===== src/rtl/core/tcfsm_pkg.sv =====
// types and constants shared by the topology change machine
`default_nettype none
package tcfsm_pkg;

    typedef enum logic [2:0] {
        ST_INACTIVE     = 3'd0,
        ST_LEARNING     = 3'd1,
        ST_DETECTED     = 3'd2,
        ST_ACTIVE       = 3'd3,
        ST_NOTIFY_TCN   = 3'd4,
        ST_NOTIFY_TC    = 3'd5,
        ST_PROPAGATING  = 3'd6,
        ST_ACKNOWLEDGED = 3'd7
    } state_t;

    localparam logic [1:0] ROLE_ROOT       = 2'd0;
    localparam logic [1:0] ROLE_DESIGNATED = 2'd1;
    localparam logic [1:0] ROLE_MASTER     = 2'd2;
    localparam logic [1:0] ROLE_OTHER      = 2'd3;

    localparam logic [1:0] DETECT_NONE  = 2'd0;
    localparam logic [1:0] DETECT_START = 2'd1;
    localparam logic [1:0] DETECT_CLEAR = 2'd2;

    localparam logic [1:0] FLUSH_NONE      = 2'd0;
    localparam logic [1:0] FLUSH_IMMEDIATE = 2'd1;
    localparam logic [1:0] FLUSH_AGEING    = 2'd2;

    localparam logic [1:0] INFO_NONE = 2'd0;
    localparam logic [1:0] INFO_CIST = 2'd1;
    localparam logic [1:0] INFO_MSTI = 2'd2;

    typedef struct packed {
        logic       begin_req;
        logic       is_cist;
        logic [1:0] port_role;
        logic       forward;
        logic       learn;
        logic       learning_now;
        logic       oper_edge;
        logic       got_tc;
        logic       got_tcn;
        logic       got_tc_ack;
        logic       got_propagate;
    } in_item_t;

    typedef struct packed {
        logic [2:0] fsm_now;
        logic       moved;
        logic       start_tc_timer;
        logic       clear_tc_timer;
        logic [1:0] detect_cmd;
        logic       propagate_out;
        logic [1:0] flush_cmd;
        logic [1:0] new_info_cmd;
        logic       notified_event;
        logic       tc_ack_out;
    } out_item_t;

endpackage
`default_nettype wire


===== src/rtl/core/tcfsm_in_stage.sv =====
// input register stage
`default_nettype none
module tcfsm_in_stage (
    input  logic                clk,
    input  logic                rst_n,
    input  logic                in_valid,
    output logic                in_ready,
    input  tcfsm_pkg::in_item_t in_item,
    input  logic                advance,
    output logic                held_valid,
    output tcfsm_pkg::in_item_t held_item
);
    import tcfsm_pkg::*;

    logic     valid_reg;
    logic     valid_next;
    in_item_t item_reg;

    assign in_ready   = !valid_reg || advance;
    assign valid_next = (in_valid && in_ready) || (valid_reg && !advance);

    always_ff @(posedge clk or negedge rst_n)
    begin
        if (!rst_n)
        begin
            valid_reg <= 1'b0;
        end
        else
        begin
            valid_reg <= valid_next;
        end
    end

    always_ff @(posedge clk)
    begin
        if (in_valid && in_ready)
        begin
            item_reg <= in_item;
        end
    end

    assign held_valid = valid_reg;
    assign held_item  = item_reg;

endmodule
`default_nettype wire


===== src/rtl/core/tcfsm_core.sv =====
// state, flags and single-step evaluation of the topology change machine
`default_nettype none
module tcfsm_core (
    input  logic                 clk,
    input  logic                 rst_n,
    input  logic                 cfg_we,
    input  logic                 cfg_wdata,
    input  logic                 advance,
    input  tcfsm_pkg::in_item_t  item,
    output tcfsm_pkg::out_item_t result
);
    import tcfsm_pkg::*;

    state_t state_reg;
    state_t state_next;
    logic   move;
    logic   rapid_mode_reg;
    logic   rcvd_tc_reg;
    logic   rcvd_tc_next;
    logic   rcvd_tcn_reg;
    logic   rcvd_tcn_next;
    logic   rcvd_ack_reg;
    logic   rcvd_ack_next;
    logic   prop_reg;
    logic   prop_next;
    logic   send_ack_reg;
    logic   send_ack_next;
    logic   tc_f;
    logic   tcn_f;
    logic   ack_f;
    logic   prop_f;
    logic   any_flag;
    logic   active_role;
    logic [1:0] flush_kind;

    assign tc_f        = rcvd_tc_reg || item.got_tc;
    assign tcn_f       = rcvd_tcn_reg || item.got_tcn;
    assign ack_f       = rcvd_ack_reg || item.got_tc_ack;
    assign prop_f      = prop_reg || item.got_propagate;
    assign any_flag    = tc_f || tcn_f || ack_f || prop_f;
    assign active_role = (item.port_role != ROLE_OTHER);
    assign flush_kind  = rapid_mode_reg ? FLUSH_IMMEDIATE : FLUSH_AGEING;

    // next state
    always_comb
    begin
        move       = 1'b0;
        state_next = state_reg;
        if (item.begin_req)
        begin
            if (state_reg != ST_INACTIVE)
            begin
                move       = 1'b1;
                state_next = ST_INACTIVE;
            end
        end
        else
        begin
            unique case (state_reg)
                ST_ACTIVE:
                begin
                    priority if (!active_role || item.oper_edge)
                    begin
                        move       = 1'b1;
                        state_next = ST_LEARNING;
                    end
                    else if (tcn_f)
                    begin
                        move       = 1'b1;
                        state_next = ST_NOTIFY_TCN;
                    end
                    else if (tc_f)
                    begin
                        move       = 1'b1;
                        state_next = ST_NOTIFY_TC;
                    end
                    else if (prop_f)
                    begin
                        move       = 1'b1;
                        state_next = ST_PROPAGATING;
                    end
                    else if (ack_f)
                    begin
                        move       = 1'b1;
                        state_next = ST_ACKNOWLEDGED;
                    end
                    else
                    begin
                        move       = 1'b0;
                        state_next = state_reg;
                    end
                end
                ST_INACTIVE:
                begin
                    if (item.learn)
                    begin
                        move       = 1'b1;
                        state_next = ST_LEARNING;
                    end
                end
                ST_LEARNING:
                begin
                    priority if (active_role && item.forward && !item.oper_edge)
                    begin
                        move       = 1'b1;
                        state_next = ST_DETECTED;
                    end
                    else if (!active_role && !(item.learn || item.learning_now) && !any_flag)
                    begin
                        move       = 1'b1;
                        state_next = ST_INACTIVE;
                    end
                    else if (any_flag)
                    begin
                        move       = 1'b1;
                        state_next = ST_LEARNING;
                    end
                    else
                    begin
                        move       = 1'b0;
                        state_next = state_reg;
                    end
                end
                ST_NOTIFY_TCN:
                begin
                    move       = 1'b1;
                    state_next = ST_NOTIFY_TC;
                end
                ST_DETECTED, ST_NOTIFY_TC, ST_PROPAGATING, ST_ACKNOWLEDGED:
                begin
                    move       = 1'b1;
                    state_next = ST_ACTIVE;
                end
                default:
                begin
                    move       = 1'b0;
                    state_next = state_reg;
                end
            endcase
        end
    end

    // entry actions and result
    always_comb
    begin
        rcvd_tc_next  = tc_f;
        rcvd_tcn_next = tcn_f;
        rcvd_ack_next = ack_f;
        prop_next     = prop_f;
        send_ack_next = send_ack_reg;
        result        = '0;
        result.moved  = move;
        if (move)
        begin
            unique case (state_next)
                ST_INACTIVE:
                begin
                    if (!item.oper_edge)
                    begin
                        result.flush_cmd = flush_kind;
                    end
                    result.detect_cmd     = DETECT_CLEAR;
                    result.clear_tc_timer = 1'b1;
                    if (item.is_cist)
                    begin
                        send_ack_next = 1'b0;
                    end
                end
                ST_LEARNING:
                begin
                    if (item.is_cist)
                    begin
                        rcvd_tcn_next = 1'b0;
                        rcvd_ack_next = 1'b0;
                    end
                    rcvd_tc_next = 1'b0;
                    prop_next    = 1'b0;
                end
                ST_DETECTED:
                begin
                    result.start_tc_timer = 1'b1;
                    result.propagate_out  = 1'b1;
                    result.detect_cmd     = DETECT_START;
                    result.new_info_cmd   = item.is_cist ? INFO_CIST : INFO_MSTI;
                end
                ST_NOTIFY_TCN:
                begin
                    result.start_tc_timer = 1'b1;
                end
                ST_NOTIFY_TC:
                begin
                    result.notified_event = 1'b1;
                    if (item.is_cist)
                    begin
                        rcvd_tcn_next = 1'b0;
                    end
                    rcvd_tc_next = 1'b0;
                    if (item.is_cist && (item.port_role == ROLE_DESIGNATED))
                    begin
                        send_ack_next = 1'b1;
                    end
                    result.propagate_out = 1'b1;
                end
                ST_PROPAGATING:
                begin
                    result.start_tc_timer = 1'b1;
                    if (!item.oper_edge)
                    begin
                        result.flush_cmd = flush_kind;
                    end
                    prop_next = 1'b0;
                end
                ST_ACKNOWLEDGED:
                begin
                    result.clear_tc_timer = 1'b1;
                    rcvd_ack_next         = 1'b0;
                end
                ST_ACTIVE:
                begin
                    result.moved = 1'b1;
                end
                default:
                begin
                    result.moved = 1'b1;
                end
            endcase
        end
        result.fsm_now    = state_next;
        result.tc_ack_out = send_ack_next;
    end

    always_ff @(posedge clk or negedge rst_n)
    begin
        if (!rst_n)
        begin
            state_reg    <= ST_INACTIVE;
            rcvd_tc_reg  <= 1'b0;
            rcvd_tcn_reg <= 1'b0;
            rcvd_ack_reg <= 1'b0;
            prop_reg     <= 1'b0;
            send_ack_reg <= 1'b0;
        end
        else if (advance)
        begin
            state_reg    <= state_next;
            rcvd_tc_reg  <= rcvd_tc_next;
            rcvd_tcn_reg <= rcvd_tcn_next;
            rcvd_ack_reg <= rcvd_ack_next;
            prop_reg     <= prop_next;
            send_ack_reg <= send_ack_next;
        end
    end

    always_ff @(posedge clk or negedge rst_n)
    begin
        if (!rst_n)
        begin
            rapid_mode_reg <= 1'b1;
        end
        else if (cfg_we)
        begin
            rapid_mode_reg <= cfg_wdata;
        end
    end

endmodule
`default_nettype wire


===== src/rtl/core/tcfsm_out_stage.sv =====
// result register stage
`default_nettype none
module tcfsm_out_stage (
    input  logic                 clk,
    input  logic                 rst_n,
    input  logic                 advance,
    input  tcfsm_pkg::out_item_t result,
    output logic                 out_free,
    output logic                 out_valid,
    input  logic                 out_ready,
    output tcfsm_pkg::out_item_t out_item
);
    import tcfsm_pkg::*;

    logic      valid_reg;
    logic      valid_next;
    out_item_t item_reg;

    assign out_free   = !valid_reg || out_ready;
    assign valid_next = advance || (valid_reg && !out_ready);

    always_ff @(posedge clk or negedge rst_n)
    begin
        if (!rst_n)
        begin
            valid_reg <= 1'b0;
        end
        else
        begin
            valid_reg <= valid_next;
        end
    end

    always_ff @(posedge clk)
    begin
        if (advance)
        begin
            item_reg <= result;
        end
    end

    assign out_valid = valid_reg;
    assign out_item  = item_reg;

endmodule
`default_nettype wire


===== src/rtl/core/topology_change_fsm_unit.sv =====
// top level of the per-port topology change machine
//
//   channel   dir  handshake                 payload
//   s_axis    in   s_axis_tvalid/tready      s_axis_tdata  (16 bits)
//   m_axis    out  m_axis_tvalid/tready      m_axis_tdata  (16 bits)
//   cfg       in   cfg_we                    cfg_wdata     (rapid_mode)
//
// one word per cycle sustained while m_axis_tready stays high; a word is held in the input register,
// is evaluated there and is loaded into the result register once that register is free
// rst_n clears the valid bits, the state (inactive), all flags, and rapid_mode to 1
// a stalled result register holds the input register, which then drops s_axis_tready
`default_nettype none
module topology_change_fsm_unit (
    input  logic        clk,
    input  logic        rst_n,
    input  logic        s_axis_tvalid,
    output logic        s_axis_tready,
    // begin_req, is_cist, port_role[1:0], forward, learn, learning_now, oper_edge,
    // got_tc, got_tcn, got_tc_ack, got_propagate, 4 bits unused
    input  logic [15:0] s_axis_tdata,
    output logic        m_axis_tvalid,
    input  logic        m_axis_tready,
    // fsm_now[2:0], moved, start_tc_timer, clear_tc_timer, detect_cmd[1:0],
    // propagate_out, flush_cmd[1:0], new_info_cmd[1:0], notified_event, tc_ack_out, 1 bit zero
    output logic [15:0] m_axis_tdata,
    input  logic        cfg_we,
    input  logic        cfg_wdata
);
    import tcfsm_pkg::*;

    in_item_t  in_item;
    in_item_t  held_item;
    out_item_t result;
    out_item_t out_item;
    logic      held_valid;
    logic      out_free;
    logic      advance;

    // struct members in declaration order, begin_req first
    assign in_item = {s_axis_tdata[0],
                      s_axis_tdata[1],
                      s_axis_tdata[3:2],
                      s_axis_tdata[4],
                      s_axis_tdata[5],
                      s_axis_tdata[6],
                      s_axis_tdata[7],
                      s_axis_tdata[8],
                      s_axis_tdata[9],
                      s_axis_tdata[10],
                      s_axis_tdata[11]};

    assign advance = held_valid && out_free;

    tcfsm_in_stage u_in_stage (
        .clk        (clk),
        .rst_n      (rst_n),
        .in_valid   (s_axis_tvalid),
        .in_ready   (s_axis_tready),
        .in_item    (in_item),
        .advance    (advance),
        .held_valid (held_valid),
        .held_item  (held_item)
    );

    tcfsm_core u_core (
        .clk       (clk),
        .rst_n     (rst_n),
        .cfg_we    (cfg_we),
        .cfg_wdata (cfg_wdata),
        .advance   (advance),
        .item      (held_item),
        .result    (result)
    );

    tcfsm_out_stage u_out_stage (
        .clk       (clk),
        .rst_n     (rst_n),
        .advance   (advance),
        .result    (result),
        .out_free  (out_free),
        .out_valid (m_axis_tvalid),
        .out_ready (m_axis_tready),
        .out_item  (out_item)
    );

    assign m_axis_tdata = {1'b0,
                           out_item.tc_ack_out,
                           out_item.notified_event,
                           out_item.new_info_cmd,
                           out_item.flush_cmd,
                           out_item.propagate_out,
                           out_item.detect_cmd,
                           out_item.clear_tc_timer,
                           out_item.start_tc_timer,
                           out_item.moved,
                           out_item.fsm_now};

endmodule
`default_nettype wire


===== config.mk =====
export PLATFORM = sky130hd
export DESIGN_NAME = topology_change_fsm_unit
export DESIGN_NICKNAME = d
export VERILOG_FILES = /design/src/rtl/core/tcfsm_pkg.sv /design/src/rtl/core/tcfsm_in_stage.sv /design/src/rtl/core/tcfsm_core.sv /design/src/rtl/core/tcfsm_out_stage.sv /design/src/rtl/core/topology_change_fsm_unit.sv
export SDC_FILE = /design/constraint.sdc
export NUM_CORES = 1
export LEC_CHECK = 0
export ABC_AREA = 0
export BUFFER_PORTS_ARGS = -buffer_cell sky130_fd_sc_hd__buf_4
export CAP_MARGIN = 10
export CORE_AREA = 2 2 80 82
export CTS_BUF_LIST = sky130_fd_sc_hd__clkbuf_8 sky130_fd_sc_hd__clkbuf_16
export CTS_CLUSTER_DIAMETER = 100
export DETAILED_ROUTE_END_ITERATION = 10
export DIE_AREA = 0 0 82 84
export HOLD_SLACK_MARGIN = 0.06
export REMOVE_ABC_BUFFERS = 1
export SETUP_SLACK_MARGIN = 0.3
export SLEW_MARGIN = 20
export SYNTH_ARGS = -nofsm -noshare
export SYNTH_HDL_FRONTEND = slang
export SYNTH_SLANG_ARGS = --single-unit

===== constraint.sdc =====
create_clock -name clk -period 3.85 [get_ports clk]
set_input_delay 0.1925 -clock clk [delete_from_list [all_inputs] [get_ports clk]]
set_output_delay 0.1925 -clock clk [all_outputs]
set_load 0.02 [all_outputs]

Word level (Yosys, flattened, before mapping):

Cells that the tools add are included.

* flip-flop bits (word level): 38
* input port bits: 22
* output and inout port bits: 18
* word-level logic and storage cells: 139

* eq/ne operators: 15
* mux-type cells: 49
* bitwise gates (word level): 2
* reduce and logical (&&, ||, !) cells: 43

Operators with widths (number)
* $mux W3: 11
* $mux W1: 27
* $eq A3 B3 Y1 const B: 8
* $pmux W3 S5: 1
* $logic_or A1 B1 Y1: 13
* $mux W11: 1
* $mux W2: 5
* $reduce_or A2 Y1: 5
* $eq A3 B2 Y1 const B: 3
* $logic_and A1 B1 Y1: 9
* $logic_not A1 Y1: 8
* $eq A3 B1 Y1 const B: 2
* $logic_not A3 Y1: 2
* $reduce_or A3 Y1: 2
* $reduce_or A5 Y1: 1
* $pmux W1 S2: 2
* $pmux W1 S4: 1
* $pmux W2 S2: 1
* $reduce_or A4 Y1: 1
* $reduce_bool A3 Y1: 1
* $eq A2 B1 Y1 const B: 1
* $ne A2 B2 Y1 const B: 1
* $not A1 Y1: 2
* $reduce_and A2 Y1: 1

Logic depth before layout (Yosys ltp):

Gate-level depths: netlist (run 1).

* word-level depth: 14
* gate-level depth with buffers: 8
* depth with buffers taken out: 7

Modules after synthesis:

A second synthesis (run 1) with hierarchy kept.

* cell total of the unflattened synthesis: 127
* area, all modules: 1765.4 um^2

By module, submodules not included
* tcfsm_core: times used 1, cells each 90, area an instance 835.8 um^2, sequential area each 226.5 um^2
* tcfsm_out_stage: times used 1, cells each 18, area an instance 498.0 um^2, sequential area each 475.5 um^2
* tcfsm_in_stage: times used 1, cells each 16, area an instance 414.1 um^2, sequential area each 385.4 um^2
* topology_change_fsm_unit: times used 1, cells each 3, area an instance 17.5 um^2, sequential area each 0.0 um^2

Worst setup path before layout (run 1):

Ideal clock, no wire load.

* kind: register -> register
* start: register u_in_stage.item_reg (netlist bit u_in_stage.held_item[2])
* end: register u_out_stage.item_reg (netlist bit u_out_stage.out_item[6]) (data pin)
* library setup time: 0.259 ns
* arrival: 1.747 ns
* data required time: 3.591 ns
* setup slack: 1.844 ns
* cell stages (with the launch flop): 7
* path buffers: 0
* clock period less this slack: 2.006 ns
* cell sequence: edfxtp_1 or4_4 nor2_2 nor2_2 nor3_2 nor3_1 or2_1

* word-level cells in the longest chain between the ends: 13
* elaborated cells between the ends (all ways): 24
* classes of those cells: eq/ne: 2; mux: 15; reduce/logical: 7

RTL lines
* start, declared: line tcfsm_in_stage.sv:17 `in_item_t item_reg;`
* start signal, assigned: line tcfsm_in_stage.sv:38 `item_reg <= in_item;`
* $logic_or A1 B1 Y1 *: line tcfsm_core.sv:37 `assign tcn_f = rcvd_tcn_reg || item.got_tcn;`
* $logic_or A1 B1 Y1 (3 in series): line tcfsm_core.sv:40 `assign any_flag = tc_f || tcn_f || ack_f || prop_f;`
* $logic_not A1 Y1: line tcfsm_core.sv:108 `else if (!active_role && !(item.learn || item.learning_now) && !any_flag)`
* $logic_and A1 B1 Y1: line tcfsm_core.sv:108
* $mux W3: line tcfsm_core.sv:108
* $mux W3: line tcfsm_core.sv:103 `priority if (active_role && item.forward && !item.oper_edge)`
* $pmux W3 S5: line tcfsm_core.sv:59 `unique case (state_reg)`
* $mux W3: line tcfsm_core.sv:49 `if (item.begin_req)`
* $eq A3 B2 Y1 or $eq A3 B3 Y1 (tied branches): line tcfsm_core.sv:155 `unique case (state_next)`
* $reduce_or A2 Y1 (no line)
* $mux W1: line tcfsm_core.sv:155
* end signal, assigned: line tcfsm_out_stage.sv:38 `item_reg <= result;`
* end, declared: line tcfsm_out_stage.sv:17 `out_item_t item_reg;`

Every way passes the cells marked *; elsewhere a longest branch is shown, timed or not.
A chain may end at the register's enable or synchronous reset.

Final worst setup path (run 1):

* start: register u_in_stage.item_reg (netlist bit u_in_stage.held_item[2])
* end: register u_out_stage.item_reg (netlist bit u_out_stage.out_item[5]) (data pin)

* word-level cells in the longest chain between the ends: 14
* elaborated cells between the ends (all ways): 26
* classes of those cells: eq/ne: 1; mux: 14; bitwise: 2; reduce/logical: 9

RTL lines (line)
* $logic_or A1 B1 Y1 *: tcfsm_core.sv:37
* $logic_or A1 B1 Y1 (3 in series): tcfsm_core.sv:40
* $logic_not A1 Y1: tcfsm_core.sv:108
* $logic_and A1 B1 Y1: tcfsm_core.sv:108
* $mux W3: tcfsm_core.sv:108
* $mux W3: tcfsm_core.sv:103
* $pmux W3 S5: tcfsm_core.sv:59
* $mux W3: tcfsm_core.sv:49
* $eq A3 B3 Y1 or $logic_not A3 Y1 (tied branches): tcfsm_core.sv:155
* $reduce_or A2 Y1 (no line)
* $not A1 Y1 (no line)
* $reduce_or A3 Y1 (no line) *

Marked as above.

==> metrics.yaml, run 1 <==
finish:
  fillCellCount: 633
  fin_nets: 193
  multi_input_area_sq_um: 613
  syn_to_final_growth_pct: 24.3
  largest_reg_flops: 15
  finalInstanceArea_sq_mm: 0.00216
  seqCellArea_sq_mm: 0.00109
  drive_above_1_share_pct: 36.6
  final_util_pct: 35.5
  diodes: 0
yosys:
  synth_seq_area_share_pct: 62.5
  synth_area_leader_cell: "edfxtp_1"
  synth.distinct_cells: 51
  synth_top_area_share_pct: 46.6
  yosys_register_bits: 38
  ys_warn_count: 0
  synth_flop_cell: "edfxtp_1"
  synthArstFlopShare_pct: 28.9
  postSynthCellCount: 131
  syn_area_sq_mm: 0.00174
  synth.area.top_cells: "edfxtp_1 47%, dfrtp_1 14%, nor3b_4 2.2%"
  synth-edff-count: 27
  postSynthAreaPerCell_sq_um: 13.3
route:
  ant_nets: 0
  via_per_inst: 4.62
  routedWlPerCell_microns: 12.8
  drcViolationCount: 0
  dr.pass1.iters: 4
  vias: 1151
  wirelength_microns: 3190
  drtIter0Drc: 44
sta:
  rsz0062_at_grt: "false"
  timing.final.crit_share_pct: 58.3
  tns_ns: 0
  relSlewSlack_pct: 64.3
  clock.fmax_mhz: 446
  slew_violations: 0
  fin_skew_ns: 0.00851
  setup_slack_ns: 1.61
  fin_crit_ns: 2.24
  hold_violations: 0
  setup_violations: 0
  worst_pin_slew_ns: 0.535
cts:
  cts_max_level: 2
  tritoncts.num_buffers: 5
  cts_buffer_depth: 2
  cts_resized: 0
  cts_tree: "yes"
  cts_setup_buffers: 0
  worst_skew_pair.late_latency_ns: 0.28
  clock_sinks: 38
  clk_pin_slew_ns: 0.07
  cts_hold_buf: 1
  clockRootBuffer: "clkbuf_8"
hold_path:
  hold_class: "in2reg"
  hold_depth: 1
  hold_end: "u_in_stage.held_item[5]"
  worstHoldStart: "s_axis_tdata[6]"
floorplan:
  dieArea_sq_mm: 0.00689
  ioPinCount: 40
  coreArea_sq_mm: 0.00610
  die_h_microns: 84
  rows: 29
  start_util_pct: 28.6
  die_w_microns: 82
critical_path:
  cp_max_fo: 6
  cp-end-kind: "flip-flop"
  worstPathArrival_ns: 2.37
  r2r_slack_ns: 1.61
  crit_path_start_kind: "flip-flop"
  timing.rr.end: "u_out_stage.out_item[5]"
  criticalPathCategory: "reg2reg"
  required_ns: 3.97
  reg2regPathDepth: 6
  r2r-start: "u_in_stage.held_item[2]"
run_status:
  status: "finished clean"
global_routing:
  antenna_found_initial: 0
  first_global_vias: 1084
  grt_max_degree: 23
  grt_use_total_pct: 10.1
  grt_pass1_wl_microns: 5240
  grt_overflow: 0
place:
  place.gp.congestion: 0.843
  post_dp_cell_area_sq_mm: 0.00207
  port_buffers: 34
  dp_slack_ns: 1.63
  dpl.hpwl_microns: 2410
pwr:
  p_per_area_mw_per_mm2: 432
  switching_share_pct: 27.4
  intPower_uw: 678
  peakVddDrop_uv: 229
  leakage_nw: 0.841
  seq_power_share_pct: 54.9
  net-switching-power_uw: 256
  combPwrFrac_pct: 18.4
  clockPowerShare_pct: 26.7
run:
  maxCapViolCount: 0
## per-layer routing
layer / wire length (microns) / vias up / track usage (%)
met5: 0 / - / 0
met4: 33 / 0 / 4.09
met3: 170 / 4 / 2.92
met2: 1480 / 30 / 14.2
met1: 1510 / 548 / 14.5
li1: - / 569 / -
## layout by cell type, fill, tap and decap left out, drive strengths merged, types with 4 or more instances in the layout
cell / netlist / final
a21oi: 7 / 7
and2: 4 / 4
buf: 2 / 34
clkbuf: 0 / 5
dfrtp: 10 / 10
edfxtp: 27 / 27
inv: 5 / 8
nand2: 10 / 10
nand2b: 5 / 5
nor2: 12 / 12
o21ai: 7 / 7
## cell usage after synthesis (2+ instances only)
| library cell | number |
|---|---|
| edfxtp_1 | 27 |
| dfrtp_1 | 10 |
| nor2_1 | 9 |
| nand2_1 | 8 |
| a21oi_1 | 7 |
| nand2b_1 | 5 |
| and2_1 | 3 |
| nor2_2 | 3 |
| nor2b_1 | 3 |
| o21ai_0 | 3 |
| o21ai_1 | 3 |
| a21o_1 | 2 |
| inv_1 | 2 |
| inv_2 | 2 |
| nand3_1 | 2 |
| nand3b_1 | 2 |
| nor3_1 | 2 |
| nor3b_4 | 2 |
| or2_1 | 2 |
| or3_1 | 2 |
| or4_4 | 2 |
## cell families after synthesis
| family | after synthesis | share of synthesized area (%) |
|---|---|---|
| buf+inv | 7 | 2.30 |
| simple gates | 55 | 21.8 |
| flops | 38 | 62.5 |
| compound gates | 29 | 12.6 |
| mux | 1 | 0.647 |
| other cells | 1 | 0.215 |
## area by class of cell
| class | count | area share (%) |
|---|---|---|
| Multi-Input combinational cell | 86 | 28.3 |
| Tap cell | 77 | 4.45 |
| Clock buffer | 5 | 3.18 |
| Inverter | 5 | 0.983 |
| Timing Repair Buffer | 35 | 12.3 |
| Sequential cell | 38 | 50.3 |
| Clock inverter | 3 | 0.521 |
## per-stage QoR
stage	hold WS (ns)	cells	power, mW
floorplan	-0.103	129	0.629
global placement	0.0367	240	0.692
detailed placement	0.0354	240	0.694
CTS	0.0728	249	0.945
global route	0.0667	249	0.987
finish	0.0786	249	0.934
## power groups by stage
| stage | combinational [mW] | clock, mW | sequential, mW |
|---|---|---|---|
| after floorplan | 0.0941 | 0 | 0.535 |
| after global placement | 0.171 | 0 | 0.521 |
| after detailed placement | 0.173 | 0 | 0.521 |
| after CTS | 0.174 | 0.258 | 0.513 |
| after global routing | 0.190 | 0.280 | 0.517 |
| final | 0.172 | 0.250 | 0.512 |
## worst max-delay path: stages, from the launching register on
cell,delay (ns)
edfxtp_1,0.42
or4_4,0.60
nor2_2,0.14
o22a_1,0.32
nand2_2,0.15
o31a_1,0.30
nor3_1,0.15
## worst max-delay path by stage
| stage | from | endpoint | slack, ns |
|---|---|---|---|
| floorplan | u_in_stage.held_item[2] | u_out_stage.out_item[6] | 1.84 |
| global placement | u_in_stage.held_item[0] | u_out_stage.out_item[4] | 1.64 |
| finish | u_in_stage.held_item[2] | u_out_stage.out_item[5] | 1.61 |
| CTS | u_in_stage.held_item[2] | u_out_stage.out_item[3] | 1.61 |
| detailed placement | u_in_stage.held_item[2] | u_out_stage.out_item[3] | 1.63 |
| global route | u_in_stage.held_item[2] | u_out_stage.out_item[3] | 1.44 |
Power figures use the tool's default switching activity.
==> run 2: changes to the inputs <==
==> constraint.sdc (replaced) <==
create_clock -name clk -period 2.3 [get_ports clk]
set_input_delay 0.115 -clock clk [delete_from_list [all_inputs] [get_ports clk]]
set_output_delay 0.115 -clock clk [all_outputs]
set_load 0.02 [all_outputs]
==> metrics.yaml, run 2 (same netlist as run 1, synthesis figures left out) <==
floorplan:
  die_w_microns: 82
  ioPinCount: 40
  die_h_microns: 84
  coreArea_sq_mm: 0.00610
  dieArea_sq_mm: 0.00689
  start_util_pct: 28.6
  rows: 29
cts:
  clk_pin_slew_ns: 0.08
  cts_buffer_depth: 2
  clock_sinks: 38
  cts_max_level: 2
  cts_tree: "yes"
  clockRootBuffer: "clkbuf_8"
  tritoncts.num_buffers: 5
  worst_skew_pair.late_latency_ns: 0.29
finish:
  layout_commonest_cell: "buf_4"
  multi_input_area_sq_um: 706
  largest_reg_flops: 15
  fin_nets: 236
  diodes: 0
  fillCellCount: 581
  final_cell_mix: "59 x buf_4, 27 x edfxtp_1, 16 x dlygate4sd3_1"
  seqCellArea_sq_mm: 0.00109
  fin_cells: 292
  syn_to_final_growth_pct: 53.4
  drive_above_1_share_pct: 49.8
global_routing:
  grt_pass1_wl_microns: 5980
  grt_use_total_pct: 11.5
  grt_overflow: 0
  grt_max_degree: 15
  antenna_found_initial: 0
  first_global_vias: 1253
sta:
  timing.final.crit_share_pct: 90.9
  tns_ns: 0
  setup_violations: 0
  rsz0062_at_grt: "true"
  worst_pin_slew_ns: 0.552
  fin_skew_ns: 0.0143
  slew_violations: 0
  fin_crit_ns: 2.09
  relSlewSlack_pct: 63.2
  clock.fmax_mhz: 478
  hold_violations: 0
critical_path:
  worstPathArrival_ns: 2.30
  required_ns: 2.51
  cp_max_fo: 4
  criticalPathCategory: "reg2reg"
  crit_path_start_kind: "flip-flop"
  cp-end-kind: "flip-flop"
route:
  vias: 1356
  drtIter0Drc: 52
  via_per_inst: 4.64
  routed-wl-met3_microns: 219
  ant_nets: 0
  routedWlPerCell_microns: 12.9
  wirelength_microns: 3780
  routed-wl-met2_microns: 1900
  drcViolationCount: 0
  met1_length_microns: 1630
  highest_layer: "met4"
  dr.pass1.iters: 4
place:
  place.gp.congestion: 0.825
  dpl.hpwl_microns: 2500
  placed_cells: 247
  port_buffers: 34
run_status:
  status: "finished clean"
pwr:
  leakage_nw: 1.06
  p_per_area_mw_per_mm2: 697
  peakVddDrop_uv: 355
run:
  maxCapViolCount: 0
hold_path:
  hold_class: "in2reg"
run 2: cell count changes in the layout (fill, tap and decap cells not counted), moves of 2 or more:
| cell | before | now |
|---|---|---|
| buf_4 | 34 | 59 |
| dlygate4sd3_1 | 1 | 16 |
| buf_6 | 0 | 3 |
| dfrtp_1 | 10 | 7 |
| dfrtp_2 | 0 | 3 |
| inv_1 | 5 | 2 |
| nor2_2 | 3 | 1 |
| nor2_4 | 0 | 2 |
| or3_1 | 2 | 0 |
| or3_4 | 0 | 2 |
run 2: cell type report:
| type | instances | area share, % |
|---|---|---|
| well taps | 77 | 3.61 |
| multi-input cells | 86 | 26.4 |
| clock inverters | 2 | 1.27 |
| clock buffers | 6 | 3.09 |
| flip-flops and latches | 38 | 40.9 |
| inverters | 5 | 0.890 |
| repair buffers | 78 | 23.9 |
run 2: critical path, stage by stage, from the launching register on:
cell and delay, ns:
edfxtp_1 0.40, or4_4 0.60, o32ai_4 0.32, o21ai_4 0.14, and2_4 0.17, nor3b_4 0.16
a221oi_2 0.23
run 2: through the flow:
stage | util (%) | setup slack, ns | area [sq um] | power (mW) | hold WS, ns
floorplan | - | 0.294 | 1720 | 1.05 | -0.181
global placement | 34.9 | 0.139 | 2130 | 1.17 | -0.0424
detailed placement | 34.9 | 0.104 | 2130 | 1.17 | -0.0422
CTS | 41.6 | 0.230 | 2540 | 1.82 | 0.0663
global route | 43.8 | 0.135 | 2670 | 1.96 | 0.0933
finish | 43.8 | 0.209 | 2670 | 1.86 | 0.0990
run 2: path summary, 6_finish.rpt:
check                           cells past startpoint  slack (ns)                    start                     to
worst max-delay path                                6        0.21  u_in_stage.held_item[0]        u_core.prop_reg
worst min register to register                      1        0.50    u_in_stage.held_valid  u_out_stage.out_valid
min in group asynchronous                           2        0.18                    rst_n        u_core.prop_reg
max in group asynchronous                           2        1.89                    rst_n  u_core.rapid_mode_reg
worst max register to register                      6        0.21  u_in_stage.held_item[0]        u_core.prop_reg
worst min-delay path                                3         0.1            m_axis_tready  u_out_stage.out_valid
run 2: what timing repair did:
item	4_1_cts	5_1_grt
setup endpoints to repair	14	14
resized for setup	10	15
hold endpoints to repair	25	1
buffers inserted	14	7
hold buffers	15	1
pin swaps	11	12
run 2: report_power, final:
| group | switching, mW | leakage [nW] | internal, mW |
|---|---|---|---|
| Sequential | 0.0421 | 0.386 | 0.814 |
| Combinational | 0.213 | 0.614 | 0.214 |
| Clock | 0.229 | 0.0626 | 0.349 |
| Total | 0.485 | 1.06 | 1.38 |
run 2: per-layer routing:
layer  vias up  track usage [%]
met2        40             18.0
met3         4             3.90
met5         -                0
met1       654             15.1
li1        658                -
met4         0             3.18
==> run 3: changes to the inputs <==
--- a/config.mk
+++ b/config.mk
@@ -14,7 +14,6 @@
 export DETAILED_ROUTE_END_ITERATION = 10
 export DIE_AREA = 0 0 82 84
 export HOLD_SLACK_MARGIN = 0.06
-export REMOVE_ABC_BUFFERS = 1
 export SETUP_SLACK_MARGIN = 0.3
 export SLEW_MARGIN = 20
 export SYNTH_ARGS = -nofsm -noshare
==> metrics.yaml, run 3 (same netlist as run 1, synthesis figures left out) <==
place:
  dpl.hpwl_microns: 2500
  port_buffers: 34
  dp_slack_ns: 0.136
  place.gp.congestion: 0.810
  placed_cells: 245
cts:
  clock_sinks: 38
  tritoncts.num_buffers: 5
  clk_pin_slew_ns: 0.07
  clockRootBuffer: "clkbuf_8"
  worst_skew_pair.late_latency_ns: 0.29
  cts_buffer_depth: 2
  cts_max_level: 2
  cts_tree: "yes"
critical_path:
  cp_max_fo: 4
  path_cells: "or4_4 > o32ai_4 > o21ai_4 > and2_4 > nor3b_4 > a221oi_2"
  critical_path_depth: 6
  cp-end-kind: "flip-flop"
  setup.worst_path.end: "u_core.prop_reg"
  reg2regPathDepth: 6
  critical_path.max_stage_delay_ns: 0.61
  required_ns: 2.50
  critPathSlowestCell: "or4_4"
  worstPathArrival_ns: 2.30
  path_buf_inv: 0
  crit_family: "simple AND/OR/NAND/NOR gates"
  criticalPathCategory: "reg2reg"
  crit_path_start_kind: "flip-flop"
  r2r-start: "u_core.rcvd_tcn_reg"
  crit_path_start: "u_core.rcvd_tcn_reg"
  r2r_slack_ns: 0.19
  timing.rr.end: "u_core.prop_reg"
finish:
  drive_above_1_share_pct: 51.4
  largest_reg_flops: 15
  diodes: 0
  final_util_pct: 43.4
  fin_nets: 231
  fillCellCount: 590
  final_cell_mix: "56 x buf_4, 27 x edfxtp_1, 16 x dlygate4sd3_1"
  syn_to_final_growth_pct: 52.1
  fin_cells: 287
  layout_commonest_cell: "buf_4"
pwr:
  switching_share_pct: 27.7
  combPwrFrac_pct: 25.3
  seq_power_share_pct: 48.8
  peakVddDrop_uv: 322
  clockPowerShare_pct: 25.9
  power.total_mw: 1.76
  p_per_area_mw_per_mm2: 663
  leakage_nw: 1.04
  net-switching-power_uw: 486
  intPower_mw: 1.27
hold_path:
  hold_class: "in2reg"
route:
  routed-wl-met2_microns: 1840
  via_per_inst: 4.72
  dr.pass1.iters: 4
  routed-wl-met3_microns: 207
  drcViolationCount: 0
  ant_nets: 0
  drtIter0Drc: 99
  met1_length_microns: 1570
  highest_layer: "met4"
  vias: 1354
  routedWlPerCell_microns: 13.0
  wirelength_microns: 3730
run:
  maxCapViolCount: 0
sta:
  setup_slack_ns: 0.192
  setup_violations: 0
  hold_violations: 0
  tns_ns: 0
  clock.fmax_mhz: 474
  worst_pin_slew_ns: 0.536
  rsz0062_at_grt: "true"
  relSlewSlack_pct: 64.3
  timing.final.crit_share_pct: 91.6
  slew_violations: 0
  fin_crit_ns: 2.11
  fin_skew_ns: 0.00770
floorplan:
  ioPinCount: 40
  dieArea_sq_mm: 0.00689
  start_util_pct: 28.6
  die_w_microns: 82
  coreArea_sq_mm: 0.00610
  die_h_microns: 84
  rows: 29
global_routing:
  grt_use_total_pct: 11.4
  grt_max_degree: 20
  grt_pass1_wl_microns: 5850
  first_global_vias: 1324
  grt_overflow: 0
  antenna_found_initial: 0
run_status:
  status: "finished clean"
yosys:
  synth_nets: 153
run 3: cell count changes in the layout (fill, tap and decap cells not counted), moves of 2 or more:
| cell | before | now |
|---|---|---|
| buf_4 | 59 | 56 |
| nor2_2 | 1 | 3 |
| buf_6 | 3 | 1 |
| o21ai_2 | 1 | 3 |
run 3: tightest hold or removal path: stages:
cell	delay (ns)
buf_4	0.08
nand2b_1	0.11
nand2b_1	0.06
run 3: final cells by class:
class / count / area (sq um) / area share [%]
Clock buffer: 6 / 82.6 / 3.12
Clock inverter: 2 / 8.76 / 0.331
Multi-Input combinational cell: 86 / 753 / 28.4
Timing Repair Buffer: 73 / 592 / 22.4
Inverter: 5 / 23.8 / 0.898
Sequential cell: 38 / 1090 / 41.2
Tap cell: 77 / 96.3 / 3.64
run 3: worst min path at each step:
stage	to	slack, ns	cells past startpoint	startpoint
after floorplan	u_core.prop_reg	-0.18	0	rst_n
after global placement	u_in_stage.held_valid	-0.04	1	rst_n
after detailed placement	u_in_stage.held_valid	-0.04	1	rst_n
after CTS	u_core.rapid_mode_reg	0.06	2	cfg_we
after global routing	u_out_stage.out_valid	0.12	3	m_axis_tready
final	u_out_stage.out_valid	0.11	3	m_axis_tready
run 3: routing by layer:
metal  global-route usage, %  vias to the layer above
met2                    18.1                       44
met5                       0                        -
li1                        -                      649
met4                    6.21                        0
met1                    13.6                      651
met3                    3.25                       10
run 3: power by group through the flow:
stage	sequential (mW)	combinational [mW]	clock, mW
2_1_floorplan	0.894	0.169	0
3_3_place_gp	0.870	0.305	0
3_5_place_dp	0.871	0.308	0
4_1_cts	0.855	0.386	0.470
5_1_grt	0.864	0.478	0.501
6_report	0.857	0.443	0.455
run 3: stage by stage:
| step | hold WS (ns) | cell area (sq um) |
|---|---|---|
| finish | 0.109 | 2650 |
| global route | 0.115 | 2650 |
| CTS | 0.0608 | 2500 |
| detailed placement | -0.0425 | 2130 |
| global placement | -0.0428 | 2130 |
| floorplan | -0.181 | 1760 |
run 3: what timing repair did:
action | CTS | global route
resized for setup | 8 | 22
pin swaps | 6 | 11
endpoints found under the setup margin | 12 | 13
hold endpoints to repair | 25 | 1
setup buffers | 13 | 5
hold buffers | 15 | 1
